<file path="src/rtl/spq_pkg.sv">
// ----------------------------------------------------------------------------
// spq_pkg - shared definitions for the stable priority queue
// Sizes, request and status codes, and the command and status groups that
// pass between the controller and the datapath.
// ----------------------------------------------------------------------------
package spq_pkg;

   // Queue geometry
   localparam int DEPTH        = 16;
   localparam int MAX_PRIORITY = 9;
   localparam int MIN_PRIORITY = 1;

   // Field widths
   localparam int PRIO_W = 4;
   localparam int MSG_W  = 16;
   localparam int OCC_W  = 5;
   localparam int STAT_W = 3;
   localparam int KIND_W = 2;

   // Slot index and entry count widths
   localparam int IDX_W = (DEPTH > 1) ? $clog2(DEPTH) : 1;
   localparam int CNT_W = $clog2(DEPTH + 1);

   // Request kinds
   typedef enum logic [KIND_W-1:0] {
      REQ_INSERT = 2'd0,
      REQ_REMOVE = 2'd1,
      REQ_PEEK   = 2'd2,
      REQ_SEARCH = 2'd3
   } req_kind_type;

   // Result status codes
   typedef enum logic [STAT_W-1:0] {
      ST_OK        = 3'd0,
      ST_EMPTY     = 3'd1,
      ST_FULL      = 3'd2,
      ST_NOT_FOUND = 3'd3,
      ST_BAD_PRIO  = 3'd4
   } status_type;

   // Controller to datapath commands
   typedef struct packed {
      logic load_req;
      logic exec;
      logic scan;
      logic load_out;
   } cmd_type;

   // Datapath to controller status
   typedef struct packed {
      logic needs_scan;
      logic scan_done;
      logic out_free;
   } dp_stat_type;

endpackage

</file>
<file path="src/rtl/spq_datapath.sv">
// ----------------------------------------------------------------------------
// spq_datapath - slot registers, request register and result registers
// Holds the sorted entry list, applies insert and remove as one parallel
// shift, walks the list one slot a cycle for a search, and keeps the
// output register of the result channel.
// ----------------------------------------------------------------------------
module spq_datapath (
   input  logic                       clock,
   input  logic                       reset,
   input  spq_pkg::cmd_type           cmd,
   output spq_pkg::dp_stat_type       stat,
   input  logic [spq_pkg::KIND_W-1:0] req_kind,
   input  logic [spq_pkg::PRIO_W-1:0] req_prio,
   input  logic [spq_pkg::MSG_W-1:0]  req_msg,
   input  logic                       rsp_ready,
   output logic                       rsp_valid,
   output logic [spq_pkg::STAT_W-1:0] rsp_status,
   output logic [spq_pkg::PRIO_W-1:0] rsp_prio,
   output logic [spq_pkg::MSG_W-1:0]  rsp_msg,
   output logic [spq_pkg::OCC_W-1:0]  rsp_occ
);
   import spq_pkg::*;

   // Entry list, head in slot 0
   logic [PRIO_W-1:0] slot_prio_ff [DEPTH];
   logic [PRIO_W-1:0] slot_prio_in [DEPTH];
   logic [MSG_W-1:0]  slot_msg_ff  [DEPTH];
   logic [MSG_W-1:0]  slot_msg_in  [DEPTH];
   logic [CNT_W-1:0]  count_ff, count_in;

   // Captured request
   req_kind_type      kind_ff, kind_in;
   logic [PRIO_W-1:0] prio_ff, prio_in;
   logic [MSG_W-1:0]  msg_ff, msg_in;

   // Search pointer and staged result
   logic [IDX_W-1:0]  scan_idx_ff, scan_idx_in;
   status_type        res_status_ff, res_status_in;
   logic [PRIO_W-1:0] res_prio_ff, res_prio_in;
   logic [MSG_W-1:0]  res_msg_ff, res_msg_in;

   // Output register
   logic              out_valid_ff, out_valid_in;
   logic [STAT_W-1:0] out_status_ff, out_status_in;
   logic [PRIO_W-1:0] out_prio_ff, out_prio_in;
   logic [MSG_W-1:0]  out_msg_ff, out_msg_in;
   logic [OCC_W-1:0]  out_occ_ff, out_occ_in;

   logic              prio_ok, full, empty, hit, last;
   logic [DEPTH-1:0]  ge;
   logic [PRIO_W-1:0] rd_prio;
   logic [MSG_W-1:0]  rd_msg;
   logic              out_free;

   // Decode request conditions
   always_comb begin
      prio_ok = (prio_ff >= PRIO_W'(MIN_PRIORITY)) && (prio_ff <= PRIO_W'(MAX_PRIORITY));
      full    = (count_ff == CNT_W'(DEPTH));
      empty   = (count_ff == '0);
      for (int i = 0; i < DEPTH; i++) begin
         ge[i] = (CNT_W'(i) < count_ff) && (slot_prio_ff[i] >= prio_ff);
      end
      rd_prio  = slot_prio_ff[scan_idx_ff];
      rd_msg   = slot_msg_ff[scan_idx_ff];
      hit      = (rd_prio == prio_ff);
      last     = ((CNT_W'(scan_idx_ff) + CNT_W'(1)) == count_ff);
      out_free = !out_valid_ff || rsp_ready;
   end

   assign stat.needs_scan = (kind_ff == REQ_SEARCH) && prio_ok && !empty;
   assign stat.scan_done  = hit || last;
   assign stat.out_free   = out_free;

   // Next-state logic for list, request and result
   always_comb begin
      slot_prio_in  = slot_prio_ff;
      slot_msg_in   = slot_msg_ff;
      count_in      = count_ff;
      kind_in       = kind_ff;
      prio_in       = prio_ff;
      msg_in        = msg_ff;
      scan_idx_in   = scan_idx_ff;
      res_status_in = res_status_ff;
      res_prio_in   = res_prio_ff;
      res_msg_in    = res_msg_ff;

      // Capture accepted beat
      if (cmd.load_req) begin
         kind_in = req_kind_type'(req_kind);
         prio_in = req_prio;
         msg_in  = req_msg;
      end

      // Serve the request
      if (cmd.exec) begin
         res_status_in = ST_OK;
         res_prio_in   = '0;
         res_msg_in    = '0;
         scan_idx_in   = '0;
         case (kind_ff)
            REQ_INSERT: begin
               if (!prio_ok) begin
                  res_status_in = ST_BAD_PRIO;
               end else if (full) begin
                  res_status_in = ST_FULL;
               end else begin
                  // Keep higher-or-equal entries, drop new one in, shift the rest back
                  if (!ge[0]) begin
                     slot_prio_in[0] = prio_ff;
                     slot_msg_in[0]  = msg_ff;
                  end
                  for (int i = 1; i < DEPTH; i++) begin
                     if (!ge[i]) begin
                        slot_prio_in[i] = ge[i-1] ? prio_ff : slot_prio_ff[i-1];
                        slot_msg_in[i]  = ge[i-1] ? msg_ff  : slot_msg_ff[i-1];
                     end
                  end
                  count_in = count_ff + CNT_W'(1);
               end
            end
            REQ_REMOVE: begin
               if (empty) begin
                  res_status_in = ST_EMPTY;
               end else begin
                  res_prio_in = slot_prio_ff[0];
                  res_msg_in  = slot_msg_ff[0];
                  for (int i = 0; i < DEPTH - 1; i++) begin
                     slot_prio_in[i] = slot_prio_ff[i+1];
                     slot_msg_in[i]  = slot_msg_ff[i+1];
                  end
                  count_in = count_ff - CNT_W'(1);
               end
            end
            REQ_PEEK: begin
               if (empty) begin
                  res_status_in = ST_EMPTY;
               end else begin
                  res_prio_in = slot_prio_ff[0];
                  res_msg_in  = slot_msg_ff[0];
               end
            end
            REQ_SEARCH: begin
               if (!prio_ok) begin
                  res_status_in = ST_BAD_PRIO;
               end else if (empty) begin
                  res_status_in = ST_EMPTY;
               end else begin
                  res_status_in = ST_NOT_FOUND;
               end
            end
            default: begin
               res_status_in = ST_BAD_PRIO;
            end
         endcase
      end

      // Walk one slot per cycle until a match or the tail
      if (cmd.scan) begin
         if (hit) begin
            res_status_in = ST_OK;
            res_prio_in   = rd_prio;
            res_msg_in    = rd_msg;
         end else if (!last) begin
            scan_idx_in = scan_idx_ff + IDX_W'(1);
         end
      end
   end

   // Output register load and drain
   always_comb begin
      out_valid_in  = out_valid_ff;
      out_status_in = out_status_ff;
      out_prio_in   = out_prio_ff;
      out_msg_in    = out_msg_ff;
      out_occ_in    = out_occ_ff;
      if (cmd.load_out) begin
         out_valid_in  = 1'b1;
         out_status_in = res_status_ff;
         out_prio_in   = res_prio_ff;
         out_msg_in    = res_msg_ff;
         out_occ_in    = OCC_W'(count_ff);
      end else if (rsp_ready) begin
         out_valid_in = 1'b0;
      end
   end

   // Control registers
   always_ff @(posedge clock) begin
      if (reset) begin
         count_ff     <= '0;
         out_valid_ff <= 1'b0;
      end else begin
         count_ff     <= count_in;
         out_valid_ff <= out_valid_in;
      end
   end

   // Payload registers
   always_ff @(posedge clock) begin
      slot_prio_ff  <= slot_prio_in;
      slot_msg_ff   <= slot_msg_in;
      kind_ff       <= kind_in;
      prio_ff       <= prio_in;
      msg_ff        <= msg_in;
      scan_idx_ff   <= scan_idx_in;
      res_status_ff <= res_status_in;
      res_prio_ff   <= res_prio_in;
      res_msg_ff    <= res_msg_in;
      out_status_ff <= out_status_in;
      out_prio_ff   <= out_prio_in;
      out_msg_ff    <= out_msg_in;
      out_occ_ff    <= out_occ_in;
   end

   assign rsp_valid  = out_valid_ff;
   assign rsp_status = out_status_ff;
   assign rsp_prio   = out_prio_ff;
   assign rsp_msg    = out_msg_ff;
   assign rsp_occ    = out_occ_ff;

   // Checks
   a_count_bound: assert property (@(posedge clock) disable iff (reset)
      count_ff <= CNT_W'(DEPTH))
      else $error("entry count above depth");

   a_no_overwrite: assert property (@(posedge clock) disable iff (reset)
      cmd.load_out |-> out_free)
      else $error("result loaded over a pending beat");

   a_insert_grows: assert property (@(posedge clock) disable iff (reset)
      (cmd.exec && kind_ff == REQ_INSERT && prio_ok && !full)
      |=> count_ff == $past(count_ff) + CNT_W'(1))
      else $error("insert did not add an entry");

   a_remove_shrinks: assert property (@(posedge clock) disable iff (reset)
      (cmd.exec && kind_ff == REQ_REMOVE && !empty)
      |=> count_ff == $past(count_ff) - CNT_W'(1))
      else $error("remove did not drop an entry");

endmodule

</file>
<file path="src/rtl/spq_ctrl.sv">
// ----------------------------------------------------------------------------
// spq_ctrl - request sequencer for the stable priority queue
// Takes one request beat, runs the operation, steps the search
// walk, and hands the result to the output register when it is free.
// ----------------------------------------------------------------------------
module spq_ctrl (
   input  logic                 clock,
   input  logic                 reset,
   input  logic                 req_valid,
   output logic                 req_ready,
   input  spq_pkg::dp_stat_type stat,
   output spq_pkg::cmd_type     cmd
);
   import spq_pkg::*;

   typedef enum logic [1:0] {
      S_IDLE,
      S_EXEC,
      S_SCAN,
      S_FINISH
   } state_type;

   state_type state_ff, state_in;
   logic      ready_ff, ready_in;

   // Sequence one request
   always_comb begin
      state_in     = state_ff;
      ready_in     = ready_ff;
      cmd          = '0;
      case (state_ff)
         S_IDLE: begin
            ready_in = 1'b1;
            if (req_valid && ready_ff) begin
               cmd.load_req = 1'b1;
               ready_in     = 1'b0;
               state_in     = S_EXEC;
            end
         end
         S_EXEC: begin
            cmd.exec = 1'b1;
            state_in = stat.needs_scan ? S_SCAN : S_FINISH;
         end
         S_SCAN: begin
            cmd.scan = 1'b1;
            if (stat.scan_done) begin
               state_in = S_FINISH;
            end
         end
         S_FINISH: begin
            if (stat.out_free) begin
               cmd.load_out = 1'b1;
               ready_in     = 1'b1;
               state_in     = S_IDLE;
            end
         end
         default: begin
            ready_in = 1'b0;
            state_in = S_IDLE;
         end
      endcase
   end

   // State and registered ready
   always_ff @(posedge clock) begin
      if (reset) begin
         state_ff <= S_IDLE;
         ready_ff <= 1'b0;
      end else begin
         state_ff <= state_in;
         ready_ff <= ready_in;
      end
   end

   assign req_ready = ready_ff;

endmodule

</file>
<file path="src/rtl/stable_priority_queue.sv">
// ----------------------------------------------------------------------------
// stable_priority_queue - bounded priority queue of message handles
// Sorted list of up to 16 entries, highest priority at the head, equal
// priorities kept in arrival order.
// ----------------------------------------------------------------------------
// Usage:
//   Requests arrive as beats on the req_ channel: the request kind in
//   req_tuser (insert, remove head, peek head, search by priority) and the
//   priority and message handle in req_tdata. Every request returns exactly
//   one beat on the rsp_ channel with status, returned priority and handle,
//   and the occupancy after the request.
//   An insert, remove or peek request is accepted, executed, and its result
//   then loaded into the output register; no new request is taken until
//   that result is loaded. A search walks the list one slot per cycle from
//   the head, up to and including the matching slot or the tail.
//   While the receiver stalls, the result beat is held in the output
//   register; one more request is accepted and executed, then the block
//   waits with req_tready low until the pending beat is taken.
//   Reset empties the queue; req_tready rises in the cycle after reset ends.
// ----------------------------------------------------------------------------
module stable_priority_queue (
   input  logic        clock,
   input  logic        reset,
   input  logic        req_tvalid,
   output logic        req_tready,
   input  logic [1:0]  req_tuser,   // req_type[1:0]
   input  logic [23:0] req_tdata,   // priority_req[3:0], message_handle[19:4], zero pad
   output logic        rsp_tvalid,
   input  logic        rsp_tready,
   output logic [31:0] rsp_tdata    // status[2:0], out_priority[6:3], out_message[22:7],
                                    // occupancy[27:23], zero pad
);
   import spq_pkg::*;

   cmd_type           cmd;
   dp_stat_type       stat;
   logic [STAT_W-1:0] rsp_status;
   logic [PRIO_W-1:0] rsp_prio;
   logic [MSG_W-1:0]  rsp_msg;
   logic [OCC_W-1:0]  rsp_occ;

   // Sequencer
   spq_ctrl u_ctrl (
      .clock     (clock),
      .reset     (reset),
      .req_valid (req_tvalid),
      .req_ready (req_tready),
      .stat      (stat),
      .cmd       (cmd)
   );

   // Entry list and result path
   spq_datapath u_datapath (
      .clock      (clock),
      .reset      (reset),
      .cmd        (cmd),
      .stat       (stat),
      .req_kind   (req_tuser[KIND_W-1:0]),
      .req_prio   (req_tdata[PRIO_W-1:0]),
      .req_msg    (req_tdata[PRIO_W+MSG_W-1:PRIO_W]),
      .rsp_ready  (rsp_tready),
      .rsp_valid  (rsp_tvalid),
      .rsp_status (rsp_status),
      .rsp_prio   (rsp_prio),
      .rsp_msg    (rsp_msg),
      .rsp_occ    (rsp_occ)
   );

   // Pack the result beat
   assign rsp_tdata = {4'b0, rsp_occ, rsp_msg, rsp_prio, rsp_status};

endmodule
</file>
<file path="config.mk">
export PLATFORM = sky130hd
export DESIGN_NAME = stable_priority_queue
export DESIGN_NICKNAME = d
export VERILOG_FILES = /design/src/rtl/spq_pkg.sv /design/src/rtl/spq_datapath.sv /design/src/rtl/spq_ctrl.sv /design/src/rtl/stable_priority_queue.sv
export SDC_FILE = /design/constraint.sdc
export NUM_CORES = 1
export LEC_CHECK = 0
export ABC_AREA = 1
export BUFFER_PORTS_ARGS = -buffer_cell sky130_fd_sc_hd__buf_2
export CORE_MARGIN = 4
export CORE_UTILIZATION = 69
export CTS_CLUSTER_SIZE = 30
export DETAILED_ROUTE_END_ITERATION = 6
export GPL_TIMING_DRIVEN = 0
export PLACE_DENSITY_LB_ADDON = 0.15
export SLEW_MARGIN = 40
export SYNTH_ARGS = -nofsm -noshare
export SYNTH_HDL_FRONTEND = slang
export SYNTH_HIERARCHICAL = 1
export SYNTH_SLANG_ARGS = --single-unit
</file>
<file path="constraint.sdc">
create_clock -name clock -period 9 [get_ports clock]
set_input_delay 0.9 -clock clock [delete_from_list [all_inputs] [get_ports clock]]
set_output_delay 0.9 -clock clock [all_outputs]
set_load 0.02 [all_outputs]
</file>
# == Word-level counts from Yosys, hierarchy flattened ==
# Cells that the tools add are included.
# word_totals
register_bits,406
latch_bits,0
mem_bits_rw,0
romBits,0
inputBits,30
word_cells,288
memories,0
# op_classes
add_sub_neg,4
multipliers,0
n_div,0
order_cmp,35
eq_ne,30
shifts,0
n_mux,119
bitwise,3
reduce_logical,50
# ops
cell,count
16-bit two-way mux,38
256-bit two-way mux,2
240-bit case mux with 2 select lines,1
240-bit two-way mux,1
4-bit two-way mux,42
64-bit two-way mux,2
60-bit case mux with 2 select lines,1
6-bit AND reduction,15
16-bit binary-select mux with 4-bit select,1
4-bit >= comparator,16
60-bit two-way mux,1
4-bit by 5-bit less-than comparator with 1-bit output (first input constant),8
2-bit != test (second input constant),18
1-bit logical AND,20
3-bit by 5-bit less-than comparator with 1-bit output (first input constant),4
4-bit binary-select mux with 4-bit select,1
3-bit two-way mux,5
5-bit two-way mux,3
1-bit two-way mux,12
1-bit by 5-bit less-than comparator with 1-bit output (first input constant),2
2-bit by 5-bit less-than comparator with 1-bit output (first input constant),2
2-bit two-way mux,5
5-bit case mux with 2 select lines,1
5-bit AND reduction,2
26 further kinds,38

# == Logic depth before layout (Yosys ltp) ==
# logic_depth
depth_word,8
ltp_mapped,21
ltp_nobuf,19

# == Modules after synthesis ==
# Netlist, hierarchy kept.
# by_module_without_submodules
mod,instances,cells_each,area_per_inst_um2,seq_area_each_um2
spq_datapath,1,2900,23916.7,11771.3
spq_ctrl,1,38,265.3,60.1
stable_priority_queue,1,5,33.8,0.0

# == Worst setup path after synthesis ==
# OpenSTA, ideal clock, no wires.
# synth_timing
kind,flip-flop to flip-flop
startpoint,register u_datapath.prio_ff[1]
endpoint,"register u_datapath/slot_msg_ff[0] in the netlist's numbering, enable pin"
setup_time_ns,0.507
arrival_ns,4.728
required_time_ns,8.493
slack_ns,3.765
path_stages_with_launch,9
n_path_buf,1
path_cell_list,edfxtp_1 buf_2 inv_1 ha_1 inv_1 nor2_1 o211ai_1 nand3_1 a2111oi_0
# synth_between
elab_chain_cells,4
# synth_lines
item,line,rtl
"start, declared",spq_datapath.sv:33,"logic [PRIO_W-1:0] prio_ff, prio_in;"
"start signal, assigned",spq_datapath.sv:203,prio_ff <= prio_in;
4-bit >= comparator,spq_datapath.sv:61,ge[i] = (CNT_W'(i) < count_ff) && (slot_prio_ff[i] >= prio_ff);
1-bit logical AND,spq_datapath.sv:61,
1-bit inverter (no source line),n/a,
5-bit AND reduction (no source line) *,n/a,
"end signal, assigned",spq_datapath.sv:201,slot_msg_ff <= slot_msg_in;
"end, declared",spq_datapath.sv:27,logic [MSG_W-1:0] slot_msg_ff [DEPTH];
# Mark *: on every way between the ends. The rest lies on a longest branch, timed or not.
# A chain may end at the register's enable or synchronous reset.

# == Final worst setup path ==
# layout_timing
startpoint,register u_datapath.prio_ff[0]
endpoint,"register u_datapath/slot_prio_ff[16] in the netlist's numbering, enable pin"
# layout_between
elab_chain_cells,4
# layout_lines
item,line,rtl
"4-bit >= comparator, or another cell as far along",spq_datapath.sv:61,
1-bit logical AND (on tied branches),"spq_datapath.sv:61, spq_datapath.sv:57",
2-bit != test (no source line) or 2-bit by 1-bit != test with 1-bit output (tied branches),n/a,
6-bit AND reduction (no source line) *,n/a,
"end signal, assigned",spq_datapath.sv:200,slot_prio_ff <= slot_prio_in;
"end, declared",spq_datapath.sv:25,logic [PRIO_W-1:0] slot_prio_ff [DEPTH];
# Marks and branches as above.

==> metrics <==
initial core utilization 70.1%; Tcrit/Tclk final 42.1%; slowest stage cell, crit path inv_1; largest net degree at the start of global routing 31; Ys Warns 6; worst slack at placement 5310 ps; top_reg_cell synth edfxtp_1; number of diodes 0; Synth area leaders edfxtp_1 (46%), o21ai_0 (13%), a21oi_1 (8.9%), inv_1 (6.4%), nand2_1 (5.3%); post-detailed-route count of antenna-violating nets 0; Int Power 4.09 mW; clock latency on the worst-skew pair 590 ps; clock share of power 26.2%; vias in the first global route 21800; Final TNS setup 0 ps; violated checks DRC; Clk pin slew, worst setup/hold paths 60 ps; Iter 0 DRT Violations 3889; port bufs 55; Worst Tran Pin Value 889 ps; share of the synthesized area in the top cell type 45.9%; run status finished, violations left; logic gate share of total power 37.0%; crit-path cells buf_6 > buf_6 > o21ai_1 > o21ai_2 > nand2_1 > nand2_1 > nand3_1 > inv_2 > clkbuf_1 > o21ai_0 > inv_1; via count 22900; Setup violations, final 0; GRT Total Usage 41.1%; final core utilization 76.8%; RSZ-0062 raised after global routing no; commonest cells in the netlist o21ai_0 (649), a21oi_1 (431), inv_1 (412); I/O Pins 64; WL per Instance 23.0 um; Post-synth ARST share 0%; CP Max Fanout 20; total CTS buffers 44; leakage power 11.1 nW; Peak VDD IR 194 uV; switching power share of the total 39.4%; clock net sink count 406; Die ar. 38200 um^2; CTS tree done; top cell type by total area after synthesis edfxtp_1; Worst slew margin 40.6%; CTS root buffer clkbuf_16; register area 11800 um^2; fin crit period 3790 ps; Yosys reg bits 406; drt total wl 81500 um; Filler Cell Count 2477; htree depth 2; P&R area growth vs syn 9.56%; Post-synth EDFFs 370; gp weighted congestion 1.02; Reg power frac 36.8%; mapped cell area 24200 um^2; floorplan row count 68; final net count 3163; Mapped Cells 2943; antenna violations before repair 1; Setup Buffers After CTS 0; power density over cell area 255 nW/um^2; gr ovfl total 0; crit path DAT 3980 ps; achievable frequency 0.264 GHz; clock skew 22.9 ps; DRC errors left 4; CP required 9190 ps; slowest stage delay, CP 680 ps; Pwr Total 6.76 mW; final hold violations 0; CTS Hold Buffers Added 0; global-route wire length before repair 122000 um; most common cell in the netlist o21ai_0; Via density 6.48; Max Buffers Root-to-Sink 3; CP Capture Type flip-flop; Worst Slack Setup Final 5210 ps; die width 195 um; max cap viols 0; crit start category flip-flop; dpl hpwl 64400 um; Switching Power 2.66 mW; layout cells sized above 1 7.13%; Pre-antenna DRT Iters 7; Hold WS 430 ps; Pins Over Slew Limit 0; type of the most critical hold path reg2reg; Unique masters post-synth 40; core area 34500 um^2; sequential share of the synthesized area 48.9%; # resized after CTS 0; critical path type reg2reg; Mapped Avg Cell Area 8.23 um^2; chip height 195 um; Multi-input gate area 9800 um^2
-- state kept, by name, indices dropped and copies added (netlist names) --
signal	flops
u_datapath/msg_ff	16
u_datapath/prio_ff	4
u_datapath/slot_prio_ff	64
u_datapath/kind_ff	2
u_datapath/rsp_prio	4
u_datapath/scan_idx_ff	4
u_datapath/res_prio_ff	4
u_ctrl/req_ready	1
u_datapath/count_ff	5
u_datapath/slot_msg_ff	256
u_datapath/res_msg_ff	16
u_datapath/rsp_msg	16
u_datapath/rsp_valid	1
u_datapath/rsp_occ	5
u_datapath/res_status_ff	3
u_datapath/rsp_status	3
u_ctrl/state_ff	2
-- cell families after synthesis --
| group | count (synthesis) | share of synthesized area [%] |
|---|---|---|
| simple gates | 594 | 10.4 |
| fa+ha+maj | 78 | 4.03 |
| other cells | 1 | 0.0155 |
| xor+xnor | 9 | 0.326 |
| compound gates | 1202 | 25.6 |
| flops | 406 | 48.9 |
| buf+inv | 653 | 10.8 |
-- power groups by stage --
stage,sequential [mW],combinational (mW),clock [mW]
after detailed placement,2.52,2.34,0
after CTS,2.48,2.37,1.78
after global routing,2.50,2.65,1.86
final,2.49,2.50,1.77
after floorplan,2.50,1.52,0
after global placement,2.51,2.23,0
-- through the flow --
step	cells	instance area, um^2
after floorplan	2946	24200
after global placement	3456	25100
after detailed placement	3464	25200
after CTS	3541	26500
after global routing	3541	26500
final	3541	26500
-- metal layers --
layer	vias to the layer above	wire length (um)	track usage (%)
met5	-	12	0
met4	2	3790	18.4
met3	295	12300	9.63
met2	1746	37200	65.9
met1	10500	28100	53.8
li1	10400	-	-
-- placed cells by master, fill, tap and decap left out, types with 7 or more instances in the layout --
cell       netlist  layout
o21ai_0        649     649
a21oi_1        431     431
inv_1          412     403
edfxtp_1       370     370
nand2_1        340     340
clkbuf_1       141     150
nor2_1         120     119
buf_2           52     110
nand3_1         79      79
ha_1            78      78
clkbuf_16        0      45
o21ai_1         44      44
dfxtp_1         36      36
o22ai_1         35      35
nand4_1         21      21
nand3b_1        19      19
o211ai_1        18      18
buf_1           18      18
clkinv_1         3      16
o221ai_1        16      16
inv_2            8      12
buf_4           11      11
buf_6            7       9
xor2_1           9       9
clkinv_2         0       7
-- worst paths after layout --
check	startpoint	endpoint	slack, ps	cells after the start
max	u_datapath/prio_ff[0]	u_datapath/slot_prio_ff[16]	5210	11
min	u_datapath/count_ff[2]	u_datapath/rsp_occ[2]	430	0
max reg2reg	u_datapath/prio_ff[0]	u_datapath/slot_prio_ff[16]	5210	11
min reg2reg	u_datapath/count_ff[2]	u_datapath/rsp_occ[2]	430	0
-- layout make-up --
class                      instances  area share, %
timing repair buffer              63           1.31
buffer                           229           3.84
tap                              455           2.15
clock inverter                    20          0.651
clock buffer                      57           4.53
sequential                       406           44.6
multi-input combinational       1887           36.9
inverter                         424           6.01
-- critical path, delay by kind of cell (launching register included) --
family | cells | cell delay [ps]
flip-flops | 1 | 600
AND/OR/NAND/NOR | 3 | 520
buffers and inverters | 5 | 1840
AO/OA/AOI/OAI | 3 | 430
(Power assumes the default switching activity.)
